`src/sv/sgb_pkg.sv`:
```
// ----------------------------------------------------------------------------
// sgb_pkg
// Shared types, constants and helper functions of the separable blur unit.
// ----------------------------------------------------------------------------
package sgb_pkg;

    localparam int NUM_WEIGHTS = 5;
    localparam int SIZE_W      = 10;
    localparam int COORD_W     = 12;
    localparam int ACC_W       = 28;
    localparam int FRAC_W      = 16;

    localparam logic MODE_WRITE = 1'b0;
    localparam logic MODE_READ  = 1'b1;

    localparam logic [2:0] REG_WIDTH   = 3'd0;
    localparam logic [2:0] REG_HEIGHT  = 3'd1;
    localparam logic [2:0] REG_RADIUS  = 3'd2;
    localparam logic [2:0] REG_W_CTR   = 3'd3;
    localparam logic [2:0] REG_W_ONE   = 3'd4;
    localparam logic [2:0] REG_W_TWO   = 3'd5;
    localparam logic [2:0] REG_W_THREE = 3'd6;
    localparam logic [2:0] REG_W_FOUR  = 3'd7;

    typedef enum logic [1:0] {
        ST_IDLE,
        ST_ISSUE,
        ST_DRAIN
    } state_t;

    typedef struct packed {
        logic [SIZE_W-1:0]                  width_eff;
        logic [SIZE_W-1:0]                  height_eff;
        logic [2:0]                         radius;
        logic [NUM_WEIGHTS-1:0][15:0]       weight;
    } cfg_t;

    // Mirror an index into 0..n-1, clamping when the kernel is wider than the image.
    function automatic logic [SIZE_W-1:0] reflect_index(
        input logic signed [COORD_W-1:0] p,
        input logic [SIZE_W-1:0]         n
    );
        logic signed [COORD_W-1:0] q;
        logic signed [COORD_W-1:0] ns;
        ns = signed'(COORD_W'(n));
        q  = p;
        if (q < 0)
            q = -q - 1;
        if (q >= ns)
            q = ns + ns - q - 1;
        if (q < 0)
            q = '0;
        if (q >= ns)
            q = ns - 1;
        return q[SIZE_W-1:0];
    endfunction

    function automatic logic [7:0] sat_byte(input logic [ACC_W-1:0] acc);
        logic [ACC_W-FRAC_W-1:0] v;
        v = acc[ACC_W-1:FRAC_W];
        if (v > (ACC_W-FRAC_W)'(255))
            return 8'hFF;
        return v[7:0];
    endfunction

endpackage

```
`src/sv/sgb_core.sv`:
```
// ----------------------------------------------------------------------------
// sgb_core
// Read sequencer and multiply-accumulate pipeline for one blurred pixel.
// ----------------------------------------------------------------------------
module sgb_core #(
    parameter int MAX_WIDTH  = 256,
    parameter int MAX_HEIGHT = 256
) (
    input  logic                                       clk,
    input  logic                                       rst_n,
    input  sgb_pkg::cfg_t                              cfg,
    input  logic                                       go,
    input  logic [7:0]                                 col_in,
    input  logic [7:0]                                 row_in,
    output logic                                       busy,
    output logic                                       rd_en,
    output logic [$clog2(MAX_WIDTH*MAX_HEIGHT)-1:0]    rd_addr,
    input  logic [23:0]                                rd_data,
    output logic                                       done,
    output logic [7:0]                                 red,
    output logic [7:0]                                 green,
    output logic [7:0]                                 blue
);
    import sgb_pkg::*;

    localparam int AW = $clog2(MAX_WIDTH*MAX_HEIGHT);

    state_t state_reg, state_next;
    logic signed [3:0] ki_reg, ki_next, kj_reg, kj_next;
    logic [7:0] colc_reg, rowc_reg;
    logic signed [3:0] rad_s;
    logic [SIZE_W-1:0] cref, rref;
    logic [2:0] dh, dv;

    logic       s1_valid_reg, s1_first_reg, s1_last_reg, s1_rfirst_reg, s1_final_reg;
    logic [2:0] s1_dh_reg, s1_dv_reg;
    logic       s2_valid_reg, s2_rfirst_reg, s2_final_reg;
    logic [2:0] s2_dv_reg;
    logic       s3_valid_reg, s3_rfirst_reg, s3_final_reg;
    logic [2:0] s3_dv_reg;
    logic       s4_valid_reg;
    logic [2:0][ACC_W-1:0] hacc_reg, vacc_reg;
    logic [2:0][7:0]       h_reg;
    logic       done_reg;
    logic [7:0] red_reg, green_reg, blue_reg;

    assign rad_s = signed'({1'b0, cfg.radius});
    assign dh    = ki_reg < 0 ? 3'(-ki_reg) : 3'(ki_reg);
    assign dv    = kj_reg < 0 ? 3'(-kj_reg) : 3'(kj_reg);
    assign cref  = reflect_index(COORD_W'(colc_reg) + COORD_W'(ki_reg), cfg.width_eff);
    assign rref  = reflect_index(COORD_W'(rowc_reg) + COORD_W'(kj_reg), cfg.height_eff);

    assign rd_en   = (state_reg == ST_ISSUE);
    assign rd_addr = AW'(32'(rref) * MAX_WIDTH + 32'(cref));
    assign busy    = (state_reg != ST_IDLE);

    always_comb
    begin
        state_next = state_reg;
        ki_next    = ki_reg;
        kj_next    = kj_reg;
        case (state_reg)
            ST_IDLE:
            begin
                if (go)
                begin
                    state_next = ST_ISSUE;
                    ki_next    = -rad_s;
                    kj_next    = -rad_s;
                end
            end
            ST_ISSUE:
            begin
                if (ki_reg == rad_s)
                begin
                    ki_next = -rad_s;
                    if (kj_reg == rad_s)
                        state_next = ST_DRAIN;
                    else
                        kj_next = kj_reg + 4'sd1;
                end
                else
                    ki_next = ki_reg + 4'sd1;
            end
            ST_DRAIN:
            begin
                if (s4_valid_reg)
                    state_next = ST_IDLE;
            end
            default: state_next = ST_IDLE;
        endcase
    end

    always_ff @(posedge clk or negedge rst_n)
    begin
        if (!rst_n)
        begin
            state_reg    <= ST_IDLE;
            s1_valid_reg <= 1'b0;
            s2_valid_reg <= 1'b0;
            s3_valid_reg <= 1'b0;
            s4_valid_reg <= 1'b0;
            done_reg     <= 1'b0;
        end
        else
        begin
            state_reg    <= state_next;
            s1_valid_reg <= rd_en;
            s2_valid_reg <= s1_valid_reg && s1_last_reg;
            s3_valid_reg <= s2_valid_reg;
            s4_valid_reg <= s3_valid_reg && s3_final_reg;
            done_reg     <= s4_valid_reg;
        end
    end

    always_ff @(posedge clk)
    begin
        ki_reg <= ki_next;
        kj_reg <= kj_next;
        // Latch the clamped target pixel at acceptance.
        if (go && state_reg == ST_IDLE)
        begin
            colc_reg <= (SIZE_W'(col_in) >= cfg.width_eff)
                        ? 8'(cfg.width_eff - 1'b1) : col_in;
            rowc_reg <= (SIZE_W'(row_in) >= cfg.height_eff)
                        ? 8'(cfg.height_eff - 1'b1) : row_in;
        end

        s1_dh_reg     <= dh;
        s1_dv_reg     <= dv;
        s1_first_reg  <= (ki_reg == -rad_s);
        s1_last_reg   <= (ki_reg == rad_s);
        s1_rfirst_reg <= (kj_reg == -rad_s);
        s1_final_reg  <= (kj_reg == rad_s);

        // Horizontal pass: one stored pixel per cycle.
        if (s1_valid_reg)
        begin
            for (int c = 0; c < 3; c++)
                hacc_reg[c] <= (s1_first_reg ? '0 : hacc_reg[c])
                    + ACC_W'(cfg.weight[s1_dh_reg] * rd_data[8*(2-c) +: 8]);
        end
        s2_dv_reg     <= s1_dv_reg;
        s2_rfirst_reg <= s1_rfirst_reg;
        s2_final_reg  <= s1_final_reg;

        if (s2_valid_reg)
        begin
            for (int c = 0; c < 3; c++)
                h_reg[c] <= sat_byte(hacc_reg[c]);
        end
        s3_dv_reg     <= s2_dv_reg;
        s3_rfirst_reg <= s2_rfirst_reg;
        s3_final_reg  <= s2_final_reg;

        // Vertical pass: one finished row sum per step.
        if (s3_valid_reg)
        begin
            for (int c = 0; c < 3; c++)
                vacc_reg[c] <= (s3_rfirst_reg ? '0 : vacc_reg[c])
                    + ACC_W'(cfg.weight[s3_dv_reg] * h_reg[c]);
        end

        if (s4_valid_reg)
        begin
            red_reg   <= sat_byte(vacc_reg[0]);
            green_reg <= sat_byte(vacc_reg[1]);
            blue_reg  <= sat_byte(vacc_reg[2]);
        end
    end

    assign done  = done_reg;
    assign red   = red_reg;
    assign green = green_reg;
    assign blue  = blue_reg;

endmodule

```
`config.mk`:
```
export PLATFORM = sky130hd
export DESIGN_NAME = sgb_core
export DESIGN_NICKNAME = d
export VERILOG_FILES = /design/src/sv/sgb_pkg.sv /design/src/sv/sgb_core.sv
export SDC_FILE = /design/constraint.sdc
export NUM_CORES = 2
export LEC_CHECK = 0
export BUFFER_PORTS_ARGS = -buffer_cell sky130_fd_sc_hd__buf_4
export CAP_MARGIN = 15
export CORE_MARGIN = 8
export CORE_UTILIZATION = 60
export CTS_BUF_LIST = sky130_fd_sc_hd__clkbuf_8
export CTS_CLUSTER_DIAMETER = 150
export DETAILED_ROUTE_END_ITERATION = 12
export MAX_ROUTING_LAYER = met4
export PLACE_DENSITY = 0.79
export SYNTH_ARGS = -nofsm -noshare
export SYNTH_HDL_FRONTEND = slang
export SYNTH_SLANG_ARGS = --single-unit
```
`constraint.sdc`:
```
create_clock -name clk -period 11.1 [get_ports clk]
set_clock_uncertainty 0.05 [all_clocks]
set_input_delay 1.11 -clock clk [delete_from_list [all_inputs] [get_ports clk]]
set_output_delay 1.11 -clock clk [all_outputs]
set_load 0.1 [all_outputs]
```
**Yosys cells after proc, flatten, opt, wreduce, memory -nomap -nowiden**

Index checks and enable logic that the tools add are counted.

- Flip-flop bits (word level): 267
- Bits of input ports: 146
- Output and inout port bits: 43
- Word-level logic and storage cells: 165

- Add/sub/neg operators: 28
- Multiply operators: 6
- Order comparisons: 20
- Eq/ne operators: 11
- Mux-type cells: 57
- Reductions and logical operators: 9

Operators by type and width:

| operator | number |
|---|---|
| adder 28 x 24 -> 28 bit | 6 |
| two-way mux 28 bit | 6 |
| multiplier 16 x 8 -> 24 bit | 6 |
| two-way mux 8 bit | 15 |
| binary-select mux 16 bit (select 3 bit) | 2 |
| > comparator 12 x 8 -> 1 bit, second input constant | 6 |
| two-way mux 12 bit | 6 |
| greater-or-equal comparator 12 x 11 -> 1 bit | 4 |
| subtractor 12 x 2 -> 12 bit, second input constant | 4 |
| two-way mux 16 bit | 2 |
| less-than comparator 12 x 1 -> 1 bit, second input constant | 2 |
| negation 10 -> 12 bit | 2 |
| subtractor 12 bit | 2 |
| subtractor 8 x 1 -> 8 bit, second input constant | 3 |
| adder 10 x 10 -> 11 bit | 2 |
| adder 9 x 4 -> 10 bit | 2 |
| greater-or-equal comparator 8 x 10 -> 1 bit | 2 |
| less-than comparator 10 x 1 -> 1 bit, second input constant | 2 |
| adder 16 x 10 -> 16 bit | 1 |
| == test 4 bit | 4 |
| two-way mux 4 bit | 4 |
| case mux 4 bit (2 select lines) | 2 |
| two-way mux 1 bit | 12 |
| two-way mux 10 bit | 1 |
| other kinds (18) | 33 |

**Depth between registers and ports, before layout**

- Depth in word-level cells: 12
- Gate-level depth with buffers: 36
- Depth with buffers taken out: 35

**Worst setup path before layout**

OpenSTA, ideal clock, no wires.

- Path kind: register to output
- Start point: register ki_reg[1]
- End point: output port rd_addr[14]
- Data arrival time: 8457 ps
- Required time: 9940 ps
- Slack: 1483 ps
- Stages on the path, launching flop included: 34
- Path buffers: 1
- Cell sequence: edfxtp_1 ha_1 a21o_1 a21oi_1 o21ai_1 a31oi_1 o21bai_1 xor2_2 xnor2_1 inv_1 ha_1 fa_1 a21o_1 a21o_1 a21oi_1 o21ai_0 a21oi_1 a21oi_1 mux2i_1 ha_1 nand2b_1 a21oi_1 nor2b_1 o21ai_0 a21oi_1 o21ai_0 a21oi_1 a2111oi_0 buf_2 mux2_2 fa_1 nor3_1 nand2_1 xor2_1

- Longest elaborated chain between the ends: 12
- Elaborated cells on any way between the ends: 14
- Classes of those cells: add/sub (6); order compare (4); mux (4)

Ends and longest elaborated chain:

| what | line | RTL |
|---|---|---|
| from (decl) | sgb_core.sv:29 | `logic signed [3:0] ki_reg, ki_next, kj_reg, kj_next;` |
| from (signal assigned) | sgb_core.sv:118 | `ki_reg <= ki_next;` |
| adder 9 x 4 -> 10 bit * | sgb_core.sv:50 | `assign cref = reflect_index(COORD_W'(colc_reg) + COORD_W'(ki_reg), cfg.width_eff);` |
| negation 10 -> 12 bit | sgb_pkg.sv:48 | `q = -q - 1;` |
| subtractor 12 x 2 -> 12 bit | sgb_pkg.sv:48 |  |
| two-way mux 12 bit * | sgb_pkg.sv:47 | `if (q < 0)` |
| subtractor 12 bit | sgb_pkg.sv:50 | `q = ns + ns - q - 1;` |
| subtractor 12 x 2 -> 12 bit | sgb_pkg.sv:50 |  |
| two-way mux 12 bit * | sgb_pkg.sv:49 | `if (q >= ns)` |
| less-than comparator 12 x 1 -> 1 bit | sgb_pkg.sv:51 | `if (q < 0)` |
| two-way mux 12 bit * | sgb_pkg.sv:51 |  |
| greater-or-equal comparator 12 x 11 -> 1 bit | sgb_pkg.sv:53 | `if (q >= ns)` |
| two-way mux 10 bit * | sgb_pkg.sv:53 |  |
| adder 16 x 10 -> 16 bit * | sgb_core.sv:54 | `assign rd_addr = AW'(32'(rref) * MAX_WIDTH + 32'(cref));` |
| to (decl) | sgb_core.sv:17 | `output logic [$clog2(MAX_WIDTH*MAX_HEIGHT)-1:0] rd_addr,` |

Every way passes the cells marked *; elsewhere a longest branch is shown, timed or not.

**Worst setup path after layout**

- Start point: register ki_reg[1]
- End point: output port rd_addr[12]

The elaborated chain is that of the path after synthesis.

==> run_results.csv <==
group,metric,value,unit
clocking,cts-root-buf,"clkbuf_8",
worst_setup_path,cp-start-kind,"flip-flop",
yosys,async_flop_share,2.622,%
drt,via_count,31180,
clocking,tritoncts,"done",
floorplanning,initial_core_util,60.69,%
yosys,ys_ff_latch,267,
drt,drt_wl_total,102000,µm
yosys,syn_area,42580,µm²
sta,slew_headroom,19.85,%
sta,whs,0.2246,ns
sta,finalSetupTns,0,ns
worst_setup_path,crit_path_max_fanout,11,
clocking,clock_latency,0.66,ns
clocking,numCtsBuffers,52,
final_layout,drive_above_1_share,8.495,%
yosys,yosys_warnings,0,
sta,min_period,10.13,ns
floorplanning,chipWidth,282.4,µm
floorplanning,coreArea,70150,µm²
drt,drt_iter0_drc,2033,
clocking,cts_sinks,267,
sta,finalCritPeriodShare,91.28,%
worst_setup_path,crit_path_max_incr_delay,0.68,ns
yosys,avgSynthCellArea,9.550,µm²
floorplanning,rows,97,
place,dp_hpwl,78610,µm
drt,ant_nets,0,
grt,grt_start_max_net_pins,73,
min_path,hp-class,"input port to async pin",
final_layout,fillers,5662,
flow_run,drv_cap,0,
floorplanning,io_pins,189,
yosys,synth_cell_types,93,
sta,finalHoldViolCount,0,
floorplanning,die_h,282.4,µm
grt,grt_pass1_vias,33110,
clocking,htree_levels,2,
place,postPlaceCellArea,44990,µm²
grt,grt_antenna_before_repair,2,
final_layout,final_common_cell,"inv_1",
clocking,cts_max_path_buffers,3,
sta,slew_violations,0,
final_layout,fin_nets,5763,
grt,grt_pass1_wl,168600,µm
yosys,yosysSeqAreaShare,18.28,%
sta,setup_viol,0,
final_layout,fin_area,46120,µm²
floorplanning,dieArea,79740,µm²
yosys,synth_edf_count,240,
place,gp_congestion,0.9076,
worst_setup_path,crit_top_cell,"a21oi_1",
clocking,postCtsSetupBuffers,0,
run_status,outcome,"completed",
worst_setup_path,rr_worst_depth,20,
final_layout,fin_util,65.74,%
yosys,synth_nets,5636,
yosys,synth_cells,4458,
yosys,synth_top_flop_cell,"edfxtp_1",
final_layout,layout_common_cells,"inv_1, fa_1, nand2_1",
drt,wl_per_cell,18.31,µm
grt,overflow,0,
clocking,cts.clk_slew.worst_paths,0.06,ns
worst_setup_path,worstPathRequired,9.94,ns
sta,max_freq,98.70,MHz
final_layout,syn_to_final_growth,8.320,%
sta,worst_pin_slew,1.202,ns
grt,grt_usage,26.99,%
drt,viasPerCell,5.599,
sta,grt_setup_unrepaired,"no",
worst_setup_path,cp_data_arrival_time,8.97,ns
drt,drc,0,
drt,drtPass1Iterations,5,
place,port_buffers,188,
worst_setup_path,cpMaxStageDelayCell,"o221ai_1",
worst_setup_path,path_class,"flip-flop to primary output",
worst_setup_path,end_kind,"primary output",
clocking,holdBufCountCts,0,
clocking,cts_resized,0,
-- worst max-delay path: cells and delay by family, from the launching register on --
family          cells  cell delay, ns
simple gates        6            0.72
xor+xnor            3            0.83
buf+inv             2            0.58
fa+ha+maj           4            1.38
flops               1            0.49
mux                 2            0.68
compound gates     17            3.62
-- path summary, 6_finish.rpt --
path | startpoint | endpoint | slack [ns]
max | ki_reg[1]$_DFFE_PP_ | rd_addr[12] | 0.97
min | rst_n | s3_valid_reg$_DFF_PN0_ | 0.22
max reg2reg | s3_dv_reg[2]$_DFF_P_ | vacc_reg[82]$_DFFE_PP_ | 3.03
min reg2reg | s2_dv_reg[2]$_DFF_P_ | s3_dv_reg[2]$_DFF_P_ | 0.27
max in group asynchronous | rst_n | s1_valid_reg$_DFF_PN0_ | 10.63
min in group clk | s2_dv_reg[2]$_DFF_P_ | s3_dv_reg[2]$_DFF_P_ | 0.27
-- final cells by class --
type | instances | area, µm² | area share (%)
multi-input combinational | 3214 | 31230 | 67.71
sequential | 267 | 7795 | 16.90
inverter | 814 | 3055 | 6.625
timing repair buffer | 236 | 1762 | 3.820
tap | 940 | 1176 | 2.550
clock buffer | 56 | 770.7 | 1.671
clock inverter | 39 | 325.3 | 0.7054
antenna | 3 | 7.507 | 0.01628
-- logic make-up after synthesis --
group	synth area share [%]
and+or+nand+nor	16.48
AOI/OAI and AO/OA	8.261
buffers and inverters	8.658
xor gates and xnor gates	4.214
muxes	2.474
adders and majority gates	41.63
DFF	18.28
-- cell usage after synthesis (11+ instances only) --
master | count | area share [%]
a211oi_1 | 17 | 0.30
a21o_1 | 61 | 1.1
a21oi_1 | 149 | 1.8
a22o_1 | 18 | 0.37
a22oi_1 | 11 | 0.19
and2_1 | 304 | 4.5
and3_1 | 14 | 0.21
clkbuf_1 | 152 | 1.3
dfxtp_1 | 20 | 0.94
edfxtp_1 | 240 | 17
fa_1 | 641 | 30
ha_1 | 391 | 11
inv_1 | 812 | 7.2
mux2i_1 | 58 | 1.4
mux4_2 | 16 | 0.85
nand2_1 | 487 | 4.3
nand2b_1 | 194 | 2.9
nand3_1 | 32 | 0.38
nor2_1 | 130 | 1.1
nor2b_1 | 111 | 1.6
nor3_1 | 42 | 0.49
nor4_1 | 16 | 0.24
o211ai_1 | 13 | 0.23
o21a_1 | 43 | 0.76
o21ai_0 | 75 | 0.88
o21ai_1 | 11 | 0.13
o21bai_1 | 19 | 0.34
o22ai_1 | 19 | 0.28
or3_1 | 12 | 0.18
xnor2_1 | 144 | 3.0
xor2_1 | 49 | 1.0
-- per-layer routing --
metal	share of wire, %	track usage [%]
met5	0	-
met4	1.9	5.671
met3	9.0	6.292
met2	47	43.57
met1	42	34.89
-- stage by stage --
step / std cells / setup slack (ns)
floorplan: 4458 / 1.484
global placement: 5467 / 1.817
detailed placement: 5467 / 1.668
CTS: 5562 / 0.9301
global route: 5568 / 0.1675
finish: 5569 / 0.9682
Power is not shown: default switching activity piles up to over one toggle a cycle in this logic, so the estimate is an artifact.
