File: src/sv/sgb_pkg.sv
// ----------------------------------------------------------------------------
// sgb_pkg
// Shared types, constants and helper functions of the separable blur unit.
// ----------------------------------------------------------------------------
package sgb_pkg;

    localparam int NUM_WEIGHTS = 5;
    localparam int SIZE_W      = 10;
    localparam int COORD_W     = 12;
    localparam int ACC_W       = 28;
    localparam int FRAC_W      = 16;

    localparam logic MODE_WRITE = 1'b0;
    localparam logic MODE_READ  = 1'b1;

    localparam logic [2:0] REG_WIDTH   = 3'd0;
    localparam logic [2:0] REG_HEIGHT  = 3'd1;
    localparam logic [2:0] REG_RADIUS  = 3'd2;
    localparam logic [2:0] REG_W_CTR   = 3'd3;
    localparam logic [2:0] REG_W_ONE   = 3'd4;
    localparam logic [2:0] REG_W_TWO   = 3'd5;
    localparam logic [2:0] REG_W_THREE = 3'd6;
    localparam logic [2:0] REG_W_FOUR  = 3'd7;

    typedef enum logic [1:0] {
        ST_IDLE,
        ST_ISSUE,
        ST_DRAIN
    } state_t;

    typedef struct packed {
        logic [SIZE_W-1:0]                  width_eff;
        logic [SIZE_W-1:0]                  height_eff;
        logic [2:0]                         radius;
        logic [NUM_WEIGHTS-1:0][15:0]       weight;
    } cfg_t;

    // Mirror an index into 0..n-1, clamping when the kernel is wider than the image.
    function automatic logic [SIZE_W-1:0] reflect_index(
        input logic signed [COORD_W-1:0] p,
        input logic [SIZE_W-1:0]         n
    );
        logic signed [COORD_W-1:0] q;
        logic signed [COORD_W-1:0] ns;
        ns = signed'(COORD_W'(n));
        q  = p;
        if (q < 0)
            q = -q - 1;
        if (q >= ns)
            q = ns + ns - q - 1;
        if (q < 0)
            q = '0;
        if (q >= ns)
            q = ns - 1;
        return q[SIZE_W-1:0];
    endfunction

    function automatic logic [7:0] sat_byte(input logic [ACC_W-1:0] acc);
        logic [ACC_W-FRAC_W-1:0] v;
        v = acc[ACC_W-1:FRAC_W];
        if (v > (ACC_W-FRAC_W)'(255))
            return 8'hFF;
        return v[7:0];
    endfunction

endpackage

File: src/sv/sgb_regs.sv
// ----------------------------------------------------------------------------
// sgb_regs
// Configuration registers behind the APB port, with effective-size decode.
// ----------------------------------------------------------------------------
module sgb_regs #(
    parameter int MAX_WIDTH  = 256,
    parameter int MAX_HEIGHT = 256,
    parameter int MAX_RADIUS = 4
) (
    input  logic          clk,
    input  logic          rst_n,
    input  logic          psel,
    input  logic          penable,
    input  logic          pwrite,
    input  logic [4:0]    paddr,
    input  logic [31:0]   pwdata,
    output logic [31:0]   prdata,
    output sgb_pkg::cfg_t cfg
);
    import sgb_pkg::*;

    logic [8:0]  width_reg,  width_next;
    logic [8:0]  height_reg, height_next;
    logic [2:0]  radius_reg, radius_next;
    logic [NUM_WEIGHTS-1:0][15:0] weight_reg, weight_next;
    logic [2:0]  idx;
    logic        wr;

    assign idx = paddr[4:2];
    assign wr  = psel && penable && pwrite;

    always_comb
    begin
        width_next  = width_reg;
        height_next = height_reg;
        radius_next = radius_reg;
        weight_next = weight_reg;
        if (wr)
        begin
            case (idx)
                REG_WIDTH:   width_next     = pwdata[8:0];
                REG_HEIGHT:  height_next    = pwdata[8:0];
                REG_RADIUS:  radius_next    = pwdata[2:0];
                REG_W_CTR:   weight_next[0] = pwdata[15:0];
                REG_W_ONE:   weight_next[1] = pwdata[15:0];
                REG_W_TWO:   weight_next[2] = pwdata[15:0];
                REG_W_THREE: weight_next[3] = pwdata[15:0];
                REG_W_FOUR:  weight_next[4] = pwdata[15:0];
                default: ;
            endcase
        end
    end

    always_ff @(posedge clk or negedge rst_n)
    begin
        if (!rst_n)
        begin
            width_reg  <= 9'd256;
            height_reg <= 9'd256;
            radius_reg <= 3'd0;
            weight_reg <= {16'd0, 16'd0, 16'd0, 16'd0, 16'd65535};
        end
        else
        begin
            width_reg  <= width_next;
            height_reg <= height_next;
            radius_reg <= radius_next;
            weight_reg <= weight_next;
        end
    end

    always_comb
    begin
        case (idx)
            REG_WIDTH:   prdata = 32'(width_reg);
            REG_HEIGHT:  prdata = 32'(height_reg);
            REG_RADIUS:  prdata = 32'(radius_reg);
            REG_W_CTR:   prdata = 32'(weight_reg[0]);
            REG_W_ONE:   prdata = 32'(weight_reg[1]);
            REG_W_TWO:   prdata = 32'(weight_reg[2]);
            REG_W_THREE: prdata = 32'(weight_reg[3]);
            REG_W_FOUR:  prdata = 32'(weight_reg[4]);
            default:     prdata = '0;
        endcase
    end

    // Zero acts as one, anything past the frame limit acts as the limit.
    always_comb
    begin
        if (width_reg == 9'd0)
            cfg.width_eff = SIZE_W'(1);
        else if (int'(width_reg) > MAX_WIDTH)
            cfg.width_eff = SIZE_W'(MAX_WIDTH);
        else
            cfg.width_eff = SIZE_W'(width_reg);

        if (height_reg == 9'd0)
            cfg.height_eff = SIZE_W'(1);
        else if (int'(height_reg) > MAX_HEIGHT)
            cfg.height_eff = SIZE_W'(MAX_HEIGHT);
        else
            cfg.height_eff = SIZE_W'(height_reg);

        if (int'(radius_reg) > MAX_RADIUS)
            cfg.radius = 3'(MAX_RADIUS);
        else
            cfg.radius = radius_reg;

        cfg.weight = weight_reg;
    end

endmodule

File: config.mk
export PLATFORM = sky130hd
export DESIGN_NAME = sgb_regs
export DESIGN_NICKNAME = d
export VERILOG_FILES = /design/src/sv/sgb_pkg.sv /design/src/sv/sgb_regs.sv
export SDC_FILE = /design/constraint.sdc
export NUM_CORES = 1
export LEC_CHECK = 0
export BUFFER_PORTS_ARGS = -buffer_cell sky130_fd_sc_hd__buf_2
export CORE_MARGIN = 2
export CORE_UTILIZATION = 54
export CTS_CLUSTER_DIAMETER = 40
export CTS_CLUSTER_SIZE = 14
export DETAILED_ROUTE_END_ITERATION = 7
export PLACE_DENSITY = 0.86
export SLEW_MARGIN = 30
export SYNTH_ARGS = -nofsm -noshare
export SYNTH_HDL_FRONTEND = slang
export SYNTH_SLANG_ARGS = --single-unit
File: constraint.sdc
create_clock -name clk -period 2.3 [get_ports clk]
set_clock_uncertainty 0.1 [all_clocks]
set_input_delay 0.115 -clock clk [delete_from_list [all_inputs] [get_ports clk]]
set_output_delay 0.115 -clock clk [all_outputs]
set_load 0.005 [all_outputs]
; After elaboration in Yosys (flattened, before gate mapping)
; Cells that the tools add are included.
[totals]
regBits = 101
latch_bits = 0
ram_bits = 0
mem_bits_ro = 0
input_bits = 42
output_inout_bits = 135
wordCells = 37
n_memories = 0
[classes]
add_sub_neg = 0
multipliers = 0
div_mod_pow = 0
magnitude_cmp = 3
n_eq_ne = 7
shifts = 0
muxes = 6
n_bitwise = 0
n_reduce_logical = 13
[ops]
columns = cell, count
row1 = 32-bit one-hot mux with 8 select lines, 1
row2 = 9-bit 2-to-1 mux, 4
row3 = 9-bit greater-than comparator (second input constant), 2
row4 = 9-bit zero test, 2
row5 = 2-bit AND reduction, 8
row6 = 3-bit == test (second input constant), 4
row7 = 3-bit by 2-bit == test with 1-bit output (second input constant), 2
row8 = 3-bit by 1-bit == test with 1-bit output (second input constant), 1
row9 = 3-bit greater-than comparator (second input constant), 1
row10 = 3-bit zero test, 1
row11 = 3-bit 2-to-1 mux, 1
row12 = 1-bit logical AND, 2

; Depth between registers and ports, before layout
; Gate-level depths: netlist of run 1.
[logic_depth]
ltp_word = 3
mapped_depth = 6
ltp_nobuf = 4

; Worst setup path after synthesis of run 1
; Ideal clock, no wire load.
[synth_path]
path_kind = input port to flip-flop
startpoint = input paddr[3]
endpoint = register weight_reg (netlist bit cfg[21])
setup_time_ps = 125
arrival_time_ps = 1222
required_time_ps = 2075
path_slack_ps = 853
stages = 5
n_path_buf = 2
cell_sequence = buf_6 nand4b_4 nor2_2 buf_4 mux2_2
[synth_via]
elab_chain_len = 2
[synth_rtl]
columns = element, line_no
row1 = start: declaration, sgb_regs.sv:15  ; input logic [4:0] paddr,
row2 = 3-bit == test, sgb_regs.sv:40  ; case (idx)
row3 = 2-bit AND reduction (no source line), n/a
row4 = end signal: assignment, sgb_regs.sv:61  ; weight_reg <= {16'd0, 16'd0, 16'd0, 16'd0, 16'd65535};
row5 = end signal: assignment, sgb_regs.sv:68  ; weight_reg <= weight_next;
row6 = end: declaration, sgb_regs.sv:25  ; logic [NUM_WEIGHTS-1:0][15:0] weight_reg, weight_next;
; No other way between the ends.
; A chain may end at the register's enable or synchronous reset.

; Final worst setup path of run 1
[layout_path]
startpoint = input paddr[2]
endpoint = output prdata[12]
[layout_via]
elab_chain_len = 2
word_cells_on_any_way = 9
cone_classes = 7 x eq/ne / 1 x mux / 1 x reduce/logical
[layout_rtl]
columns = element, line_no
row1 = 3-bit == test (tied with other cells), sgb_regs.sv:74  ; case (idx)
row2 = 32-bit one-hot mux with 8 select lines (*), sgb_regs.sv:74
row3 = end: declaration, sgb_regs.sv:17  ; output logic [31:0] prdata,
; Every way passes the cells marked *; elsewhere a longest branch is shown, timed or not. The select of a mux whose other input is x is not followed.

==> impl_metrics.env, run 1 <==
export IMPL_status="finished, final reports clean"
export IMPL_ant_nets=0
export IMPL_p_sw_mw=1.50
export IMPL_antenna_found_initial=0
export IMPL_cp_end_kind="output pin"
export IMPL_hold_violations=0
export IMPL_grt_max_degree=102
export IMPL_cts_sinks=101
export IMPL_grt_pass1_wl_um=20800
export IMPL_power_frac_seq_pct=51.6
export IMPL_tightest_slew_ns=0.732
export IMPL_slowest_delay_ns=0.54
export IMPL_p_clk_share_pct=22.1
export IMPL_cp_common_cell="buf_2"
export IMPL_hold_depth=2
export IMPL_switching_share_pct=31.0
export IMPL_grt_pass1_vias=3824
export IMPL_maxSlewHeadroom_pct=51.1
export IMPL_grt_usage_pct=27.0
export IMPL_leakage_nw=3.06
export IMPL_ys_top_cells_by_count="mux2_2, dfrtp_1, nand2_1, buf_4, dfstp_2"
export IMPL_via_per_inst=5.74
export IMPL_ys_seq_area_share_pct=50.7
export IMPL_synth_area_per_cell_um2=12.6
export IMPL_h_tree_depth=3
export IMPL_path_cells="buf_2 -> buf_4 -> mux4_2 -> nand2_1 -> o21ai_0 -> buf_2"
export IMPL_synthMuxAreaShare_pct=28.2
export IMPL_drive_gt1_share_pct=54.5
export IMPL_synth_top_family_by_area="multiplexers"
export IMPL_path_max_fanout=20
export IMPL_setup_viol=0
export IMPL_hp_start="pwdata[0]"
export IMPL_cp_data_required_time_ns=2.09
export IMPL_dr_first_iter_drc_count=378
export IMPL_cts_tree="yes"
export IMPL_crit_path_start_kind="primary input"
export IMPL_synth_top_area_share_pct=41.3
export IMPL_hold_path_class="primary input to register"
export IMPL_fin_crit_sh_pct=83.3
export IMPL_max_vdd_ir_drop_v=0.000477
export IMPL_start_util_pct=55.0
export IMPL_reg2reg_depth=1
export IMPL_grt_overflow=0
export IMPL_num_vias=3855
export IMPL_fp_dieH_um=101
export IMPL_io_buffers=140
export IMPL_clockRootBuffer="clkbuf_8"
export IMPL_drt_wirelength_per_cell_um=19.9
export IMPL_intPower_mw=3.33
export IMPL_slowest_stage="mux4_2"
export IMPL_crit_type="primary input to output pin"
export IMPL_rrSetupSlack_ns=1.29
export IMPL_power_mw=4.82
export IMPL_drt_wl_total_um=13400
export IMPL_setup_tns_ns=0
export IMPL_yosysMostFrequentCell="mux2_2"
export IMPL_synth_compound_area_share_pct=6.21
export IMPL_synth_seq_cells=101
export IMPL_nets=598
export IMPL_die_w_um=101
export IMPL_netlist_top_cells_area="dfrtp_1, mux2_2, dfstp_2"
export IMPL_diodes=0
export IMPL_rows=35
export IMPL_yosysWarnings=0
export IMPL_drcViolationCount=0
export IMPL_largest_reg_flops=80
export IMPL_netlist_area_um2=5030
export IMPL_r2r_end="height_reg[8]"
export IMPL_ys_flop_type="dfrtp_1"
export IMPL_power_density_nw_per_um2=787
export IMPL_yosysUniqueCellTypes=38
export IMPL_arrival_ns=1.70
export IMPL_maxCapViolations=0
export IMPL_dr_pass1_iters=7
export IMPL_rsz0062_at_grt="false"
export IMPL_core_area_um2=9150
export IMPL_gp_congestion=0.884
export IMPL_synth_top_area_cell="dfrtp_1"
export IMPL_post_cts_resized=0
export IMPL_synth_edf_count=0
export IMPL_min_period_ns=1.92
export IMPL_clk_pin_slew_worst_paths_ns=0.10
export IMPL_r2r_start="height_reg[8]"
export IMPL_fillCellCount=662
export IMPL_syn_to_final_growth_pct=21.8
export IMPL_combPwrFrac_pct=26.3
export IMPL_synth_xor_area_share_pct=0
export IMPL_async_reset_ff_share_pct=100
export IMPL_worstHoldEndpoint="cfg[48]"
export IMPL_hpwl_um=9340
export IMPL_max_freq_ghz=0.522
export IMPL_numCtsBuffers=9
export IMPL_synth_fa_ha_area_share_pct=0
export IMPL_clock_path_buffers=2
export IMPL_synthSimpleGateAreaFrac_pct=9.22
export IMPL_die_area_um2=10100
export IMPL_synthCells=399
export IMPL_ioPinCount=177
export IMPL_maxSlewViolCount=0
export IMPL_worst_skew_pair_late_latency_ns=0.37
placed cells by master, fill, tap and decap left out, types with 4 or more instances in the layout:
cell type      netlist  layout
a22oi_1              8       8
buf_2                5     139
mux2_4               9       9
a31oi_1              4       4
mux2_2              91      91
conb_1               1      18
nor2_2               4       4
dlygate4sd3_1        0      14
buf_4               23      17
nand2b_1             5       5
a21oi_1              7       7
a211oi_1             4       4
o22a_1               4       4
nand2_1             32      32
nand3_1              6       6
o21ai_0             11      11
dfstp_2             18      18
nor2_1              12      12
clkbuf_8             0      10
dfrtp_1             83      83
mux4_2               7       7
mux2i_1              9       9
nor2b_1             16      16
area by class of cell:
type	count	area [um^2]	share of cell area, %
Clock buffer	10	138	2.24
Clock inverter	6	46.3	0.755
Inverter	3	11.3	0.184
Multi-Input combinational cell	270	2260	36.9
Sequential cell	101	2550	41.6
Tap cell	111	139	2.27
Timing Repair Buffer	171	983	16.0
power by group through the flow:
stage	clock network (mW)	registers (mW)	logic [mW]
final	1.06	2.49	1.27
after global routing	1.15	2.54	1.39
after CTS	1.08	2.48	1.28
after detailed placement	0	2.51	1.25
after global placement	0	2.48	1.20
after floorplan	0	2.45	0.675
cell families after synthesis:
family                 after synthesis
AND/OR/NAND/NOR                     88
buffers and inverters               45
other                                1
flip-flops                         101
AO/OA/AOI/OAI                       47
multiplexers                       117
metal layers:
layer	track usage, %	share of wire, %	up-vias
met1	36.6	41	1901
met5	0	0	-
met2	41.6	47	212
met4	11.1	3.1	0
met3	7.07	8.6	42
li1	-	-	1700
what timing repair did:
item                                    CTS  global route
setup buffers                             0             0
endpoints found under the hold margin   154             0
endpoints found under the setup margin    0             0
hold buffers                             14             0
critical path: cells and delay by family:
family	cells	cell delay (ns)
compound gates	1	0.08
mux	1	0.54
simple gates	1	0.10
buf+inv	3	0.85
per-stage QoR:
| step | utilization [%] | std cells | cell area [um^2] | hold slack (ns) | setup WS, ns |
|---|---|---|---|---|---|
| 3_3_place_gp | 63.4 | 642 | 5810 | 0.112 | 0.449 |
| 5_1_grt | 67.0 | 672 | 6130 | 0.0178 | 0.298 |
| 6_report | 67.0 | 672 | 6130 | 0.0241 | 0.384 |
| 3_5_place_dp | 63.4 | 642 | 5810 | 0.119 | 0.407 |
| 4_1_cts | 67.0 | 672 | 6130 | 0.00256 | 0.403 |
| 2_1_floorplan | - | 416 | 5100 | -0.281 | 0.853 |
how the worst max path moves through the flow:
stage	start	end	slack, ns	cells past startpoint
3_3_place_gp	paddr[2]	prdata[15]	0.45	6
3_5_place_dp	paddr[2]	prdata[12]	0.41	6
6_report	paddr[2]	prdata[12]	0.38	6
2_1_floorplan	paddr[3]	cfg[21]	0.85	5
5_1_grt	paddr[2]	prdata[15]	0.30	6
4_1_cts	paddr[2]	prdata[12]	0.40	6
Note: power is estimated with default switching activity, not from simulation.
==> inputs of run 2 (changes only) <==
--- a/config.mk
+++ b/config.mk
@@ -7,11 +7,11 @@
 export LEC_CHECK = 0
 export BUFFER_PORTS_ARGS = -buffer_cell sky130_fd_sc_hd__buf_2
 export CORE_MARGIN = 2
-export CORE_UTILIZATION = 54
+export CORE_UTILIZATION = 50
 export CTS_CLUSTER_DIAMETER = 40
 export CTS_CLUSTER_SIZE = 14
 export DETAILED_ROUTE_END_ITERATION = 7
-export PLACE_DENSITY = 0.86
+export PLACE_DENSITY = 0.8
 export SLEW_MARGIN = 30
 export SYNTH_ARGS = -nofsm -noshare
 export SYNTH_HDL_FRONTEND = slang
==> constraint.sdc (replaced) <==
create_clock -name clk -period 1.9 [get_ports clk]
set_clock_uncertainty 0.1 [all_clocks]
set_input_delay 0.095 -clock clk [delete_from_list [all_inputs] [get_ports clk]]
set_output_delay 0.095 -clock clk [all_outputs]
set_load 0.005 [all_outputs]
==> run 2 against run 1 <==
Total power rose by 22%. Via count shrank 0.83%. Critical path depth is 2 lower.
==> impl_metrics.env, run 2 (synthesis results as in run 1) <==
export IMPL_core_area_um2=9770
export IMPL_ioPinCount=177
export IMPL_gp_congestion=0.842
export IMPL_r2r_start="width_reg[8]"
export IMPL_grt_pass1_vias=3914
export IMPL_hold_path_class="primary input to async pin"
export IMPL_clock_path_buffers=2
export IMPL_io_buffers=140
export IMPL_finalNonFillerCells=702
export IMPL_die_area_um2=10900
export IMPL_reg2reg_depth=1
export IMPL_clockRootBuffer="clkbuf_8"
export IMPL_grt_overflow=0
export IMPL_arrival_ns=1.65
export IMPL_wl_met2_um=6230
export IMPL_setup_tns_ns=0
export IMPL_cp_end_kind="output pin"
export IMPL_drcViolationCount=0
export IMPL_dp_cells=669
export IMPL_clk_pin_slew_worst_paths_ns=0.10
export IMPL_final_common_cell="buf_2"
export IMPL_seq_area_um2=2550
export IMPL_largest_reg_flops=80
export IMPL_leakage_nw=3.10
export IMPL_cts_tree="yes"
export IMPL_rows=36
export IMPL_power_density_nw_per_um2=941
export IMPL_path_max_fanout=3
export IMPL_cts_sinks=101
export IMPL_syn_to_final_growth_pct=24.3
export IMPL_hpwl_um=9620
export IMPL_grt_max_degree=46
export IMPL_crit_type="register to output pin"
export IMPL_max_freq_ghz=0.543
export IMPL_mostFrequentLayoutCells="buf_2, mux2_2, dfrtp_1"
export IMPL_tightest_slew_ns=0.579
export IMPL_post_cts_resized=0
export IMPL_r2r_end="width_reg[8]"
export IMPL_status="finished, final reports clean"
export IMPL_max_vdd_ir_drop_v=0.000589
export IMPL_grt_usage_pct=24.8
export IMPL_fillCellCount=772
export IMPL_maxSlewHeadroom_pct=61.4
export IMPL_dr_first_iter_drc_count=188
export IMPL_start_util_pct=51.5
export IMPL_fin_crit_sh_pct=96.9
export IMPL_dr_pass1_iters=4
export IMPL_rsz0062_at_grt="false"
export IMPL_route_top_layer_used="met4"
export IMPL_diodes=0
export IMPL_worst_skew_pair_late_latency_ns=0.37
export IMPL_grt_pass1_wl_um=21000
export IMPL_rrSetupSlack_ns=0.91
export IMPL_antenna_found_initial=0
export IMPL_maxCapViolations=0
export IMPL_met1_length_um=5730
export IMPL_multi_input_comb_area_um2=2260
export IMPL_drt_wl_total_um=13300
export IMPL_nets=606
export IMPL_fp_dieH_um=104
export IMPL_crit_path_start_kind="register"
export IMPL_numCtsBuffers=9
export IMPL_h_tree_depth=3
export IMPL_num_vias=3823
export IMPL_cp_data_required_time_ns=1.70
export IMPL_setup_viol=0
export IMPL_die_w_um=104
export IMPL_via_per_inst=5.45
export IMPL_maxSlewViolCount=0
export IMPL_drt_wirelength_per_cell_um=18.9
export IMPL_min_period_ns=1.84
export IMPL_ant_nets=0
export IMPL_drive_gt1_share_pct=54.7
export IMPL_wl_met3_um=938
export IMPL_hold_violations=0
==> run 2: changes by cell type in the layout (fill, tap and decap cells not counted), sizes merged <==
| cell | delta |
|---|---|
| buf | +5 |
| dlygate4sd3 | +3 |
| inv | +3 |
| clkbuf | -1 |
| clkinv | -1 |
| clkinvlp | -1 |
==> run 2: layout make-up <==
type	count	share of cell area, %
Clock inverter	7	1.04
Multi-Input combinational cell	270	36.2
Inverter	3	0.180
Clock buffer	9	1.98
Sequential cell	101	40.8
Timing Repair Buffer	179	17.2
Tap cell	133	2.66
==> run 2: how the worst max path moves through the flow <==
stage | startpoint | end | slack (ns) | depth (start not counted)
after floorplan | paddr[3] | cfg[21] | 0.47 | 5
after global placement | paddr[3] | width_reg[0] | 0.23 | 4
after detailed placement | paddr[3] | width_reg[7] | 0.19 | 4
after CTS | cfg[4] | prdata[4] | 0.07 | 4
after global routing | cfg[4] | prdata[4] | 0.002 | 4
final | cfg[4] | prdata[4] | 0.06 | 4
==> run 2: report_power, final <==
group          total (mW)  internal, mW  leakage (nW)  switching, mW
logic                1.54         0.892          1.76          0.646
clock network        1.34         0.512        0.0947          0.824
registers            3.01          2.63          1.25          0.385
total                5.89          4.03          3.10           1.86
==> run 2: metal layers <==
metal | up-vias | track usage, %
li1 | 1721 | -
met1 | 1912 | 33.3
met2 | 161 | 38.4
met3 | 29 | 5.83
met4 | 0 | 10.8
met5 | - | 0
==> run 2: stage by stage <==
step                      hold slack, ns  instance area [um^2]  util (%)  power [mW]  setup WS (ns)
after floorplan                   -0.301                  5100         -        3.78          0.473
after global placement           0.00288                  5900      60.3        4.49          0.231
after detailed placement          0.0153                  5900      60.3        4.57          0.192
after CTS                          0.148                  6260      64.0        5.92         0.0674
after global routing               0.180                  6260      64.0        6.19        0.00157
final                              0.135                  6260      64.0        5.89         0.0580
==> run 2: critical path, cell delays in order, from the launching register on <==
cell and delay [ns]:
dfstp_2 0.57, a21oi_1 0.07, a211oi_1 0.29, o32a_1 0.23, buf_2 0.13
==> run 2: what timing repair did <==
item                       CTS  global route
hold endpoints to repair   137             0
hold buffers                17             0
buffers inserted             0             0
setup endpoints to repair    0             0
==> inputs of run 3 (changes only) <==
--- a/config.mk
+++ b/config.mk
@@ -5,13 +5,14 @@
 export SDC_FILE = /design/constraint.sdc
 export NUM_CORES = 1
 export LEC_CHECK = 0
-export BUFFER_PORTS_ARGS = -buffer_cell sky130_fd_sc_hd__buf_2
+export BUFFER_PORTS_ARGS = -buffer_cell sky130_fd_sc_hd__clkbuf_2
 export CORE_MARGIN = 2
-export CORE_UTILIZATION = 50
+export CORE_UTILIZATION = 52
+export CTS_BUF_LIST = sky130_fd_sc_hd__clkbuf_8
 export CTS_CLUSTER_DIAMETER = 40
 export CTS_CLUSTER_SIZE = 14
 export DETAILED_ROUTE_END_ITERATION = 7
-export PLACE_DENSITY = 0.8
+export PLACE_DENSITY = 0.83
 export SLEW_MARGIN = 30
 export SYNTH_ARGS = -nofsm -noshare
 export SYNTH_HDL_FRONTEND = slang
==> run 3 against run 2 <==
Wire length down 3.3%. Register-to-register slack worse by 0.03 ns. Core utilization up 2.9 points. Worst hold slack worse by 0.10 ns. Final area down 0.18%. Clock power up 12%. Critical path type unchanged. Largest cell class unchanged. Largest power group unchanged.
==> impl_metrics.env, run 3 (synthesis results as in run 1) <==
export IMPL_grt_pass1_vias=3864
export IMPL_path_cells="a21oi_1 -> a211oi_1 -> o32a_1 -> clkbuf_2"
export IMPL_ioPinCount=177
export IMPL_r2r_start="height_reg[8]"
export IMPL_ant_nets=0
export IMPL_setup_tns_ns=0
export IMPL_clock_path_buffers=2
export IMPL_final_cell_area_um2=6240
export IMPL_cts_tree="yes"
export IMPL_hpwl_um=9420
export IMPL_status="finished, final reports clean"
export IMPL_rsz0062_at_grt="false"
export IMPL_power_density_nw_per_um2=972
export IMPL_rows=35
export IMPL_hold_depth=2
export IMPL_setup_viol=0
export IMPL_via_per_inst=5.52
export IMPL_io_buffers=140
export IMPL_largest_reg_flops=80
export IMPL_drt_wl_total_um=12800
export IMPL_nets=603
export IMPL_leakage_nw=3.07
export IMPL_numCtsBuffers=9
export IMPL_clockRootBuffer="clkbuf_8"
export IMPL_die_w_um=102
export IMPL_slowest_stage="dfstp_2"
export IMPL_drive_gt1_share_pct=54.7
export IMPL_worstHoldEndpoint="cfg[66]"
export IMPL_die_area_um2=10500
export IMPL_antenna_found_initial=0
export IMPL_grt_max_degree=46
export IMPL_worst_skew_pair_late_latency_ns=0.36
export IMPL_grt_usage_pct=25.2
export IMPL_maxCapViolations=0
export IMPL_dpl_cell_area_um2=5870
export IMPL_fp_dieH_um=102
export IMPL_dr_pass1_iters=4
export IMPL_hold_violations=0
export IMPL_arrival_ns=1.63
export IMPL_r2r_end="height_reg[8]"
export IMPL_cp_end_kind="output pin"
export IMPL_diodes=0
export IMPL_drt_wirelength_per_cell_um=18.5
export IMPL_maxSlewHeadroom_pct=60.8
export IMPL_min_period_ns=1.83
export IMPL_rrSetupSlack_ns=0.88
export IMPL_cp_data_required_time_ns=1.70
export IMPL_tightest_slew_ns=0.588
export IMPL_crit_type="register to output pin"
export IMPL_cts_sinks=101
export IMPL_start_util_pct=54.0
export IMPL_reg2reg_depth=1
export IMPL_num_vias=3830
export IMPL_maxSlewViolCount=0
export IMPL_max_freq_ghz=0.547
export IMPL_fin_crit_sh_pct=96.3
export IMPL_hp_start="pwdata[2]"
export IMPL_gp_congestion=0.962
export IMPL_h_tree_depth=3
export IMPL_final_common_cell="clkbuf_2"
export IMPL_syn_to_final_growth_pct=24.1
export IMPL_path_max_fanout=3
export IMPL_core_area_um2=9330
export IMPL_max_vdd_ir_drop_v=0.000623
export IMPL_hold_path_class="primary input to register"
export IMPL_drcViolationCount=0
export IMPL_dr_first_iter_drc_count=186
export IMPL_grt_overflow=0
export IMPL_clk_pin_slew_worst_paths_ns=0.10
export IMPL_slowest_delay_ns=0.56
export IMPL_crit_path_start_kind="register"
export IMPL_mostFrequentLayoutCells="clkbuf_2, mux2_2, dfrtp_1"
export IMPL_grt_pass1_wl_um=20100
run 3: cell count changes in the layout (fill, tap and decap cells not counted), moves of 2 or more:
cell           previous run  this run
inv_8                     2         0
clkbuf_2                  0       139
inv_6                     3         0
dlygate4sd3_1            17        15
buf_2                   139         0
bufinv_16                 0         2
run 3: what timing repair did:
| action | in CTS | in global routing |
|---|---|---|
| resized for setup | 0 | 0 |
| buffers inserted | 0 | 0 |
| endpoints found under the hold margin | 115 | 0 |
| hold buffers | 15 | 0 |
run 3: worst max-delay path by stage:
stage | start | to | cells after the start
2_1_floorplan | paddr[3] | cfg[21] | 5
4_1_cts | cfg[4] | prdata[4] | 4
5_1_grt | cfg[4] | prdata[4] | 4
6_report | cfg[4] | prdata[4] | 4
3_5_place_dp | paddr[2] | height_reg[7] | 4
3_3_place_gp | paddr[2] | height_reg[2] | 4
run 3: final cells by class:
cell class                      instances  area (um^2)
Clock buffer                           10          138
Clock inverter                          5         85.1
Fill cell                             697         3080
Inverter                                3         11.3
Multi-Input combinational cell        270         2260
Sequential cell                       101         2550
Tap cell                              129          161
Timing Repair Buffer                  176         1040
run 3: metal layers:
metal  share of wire [%]  track usage [%]
met5                   0                0
met4                 1.5             7.69
met3                 6.5             5.13
met2                  49             40.7
met1                  43             34.8
run 3: report_power, final:
| group | internal (mW) | total, mW | switching [mW] |
|---|---|---|---|
| Sequential | 2.63 | 3.02 | 0.397 |
| Combinational | 0.883 | 1.54 | 0.659 |
| Clock | 0.776 | 1.50 | 0.729 |
| Total | 4.29 | 6.07 | 1.78 |
run 3: per-stage QoR:
stage | hold slack, ns | utilization [%] | instances | setup WS (ns) | power (mW)
6_report | 0.0316 | 66.9 | 694 | 0.0706 | 6.07
5_1_grt | 0.0134 | 66.9 | 694 | 0.0104 | 6.38
4_1_cts | 0.00390 | 66.9 | 694 | 0.0792 | 6.09
3_5_place_dp | -0.00879 | 63.0 | 664 | 0.201 | 4.58
3_3_place_gp | -0.0157 | 63.0 | 664 | 0.236 | 4.49
2_1_floorplan | -0.301 | - | 416 | 0.473 | 3.78
run 3: critical path: cells and delay by family, from the launching register on:
family                 cells  cell delay, ns
AO/OA/AOI/OAI              3            0.59
flip-flops                 1            0.56
buffers and inverters      1            0.13
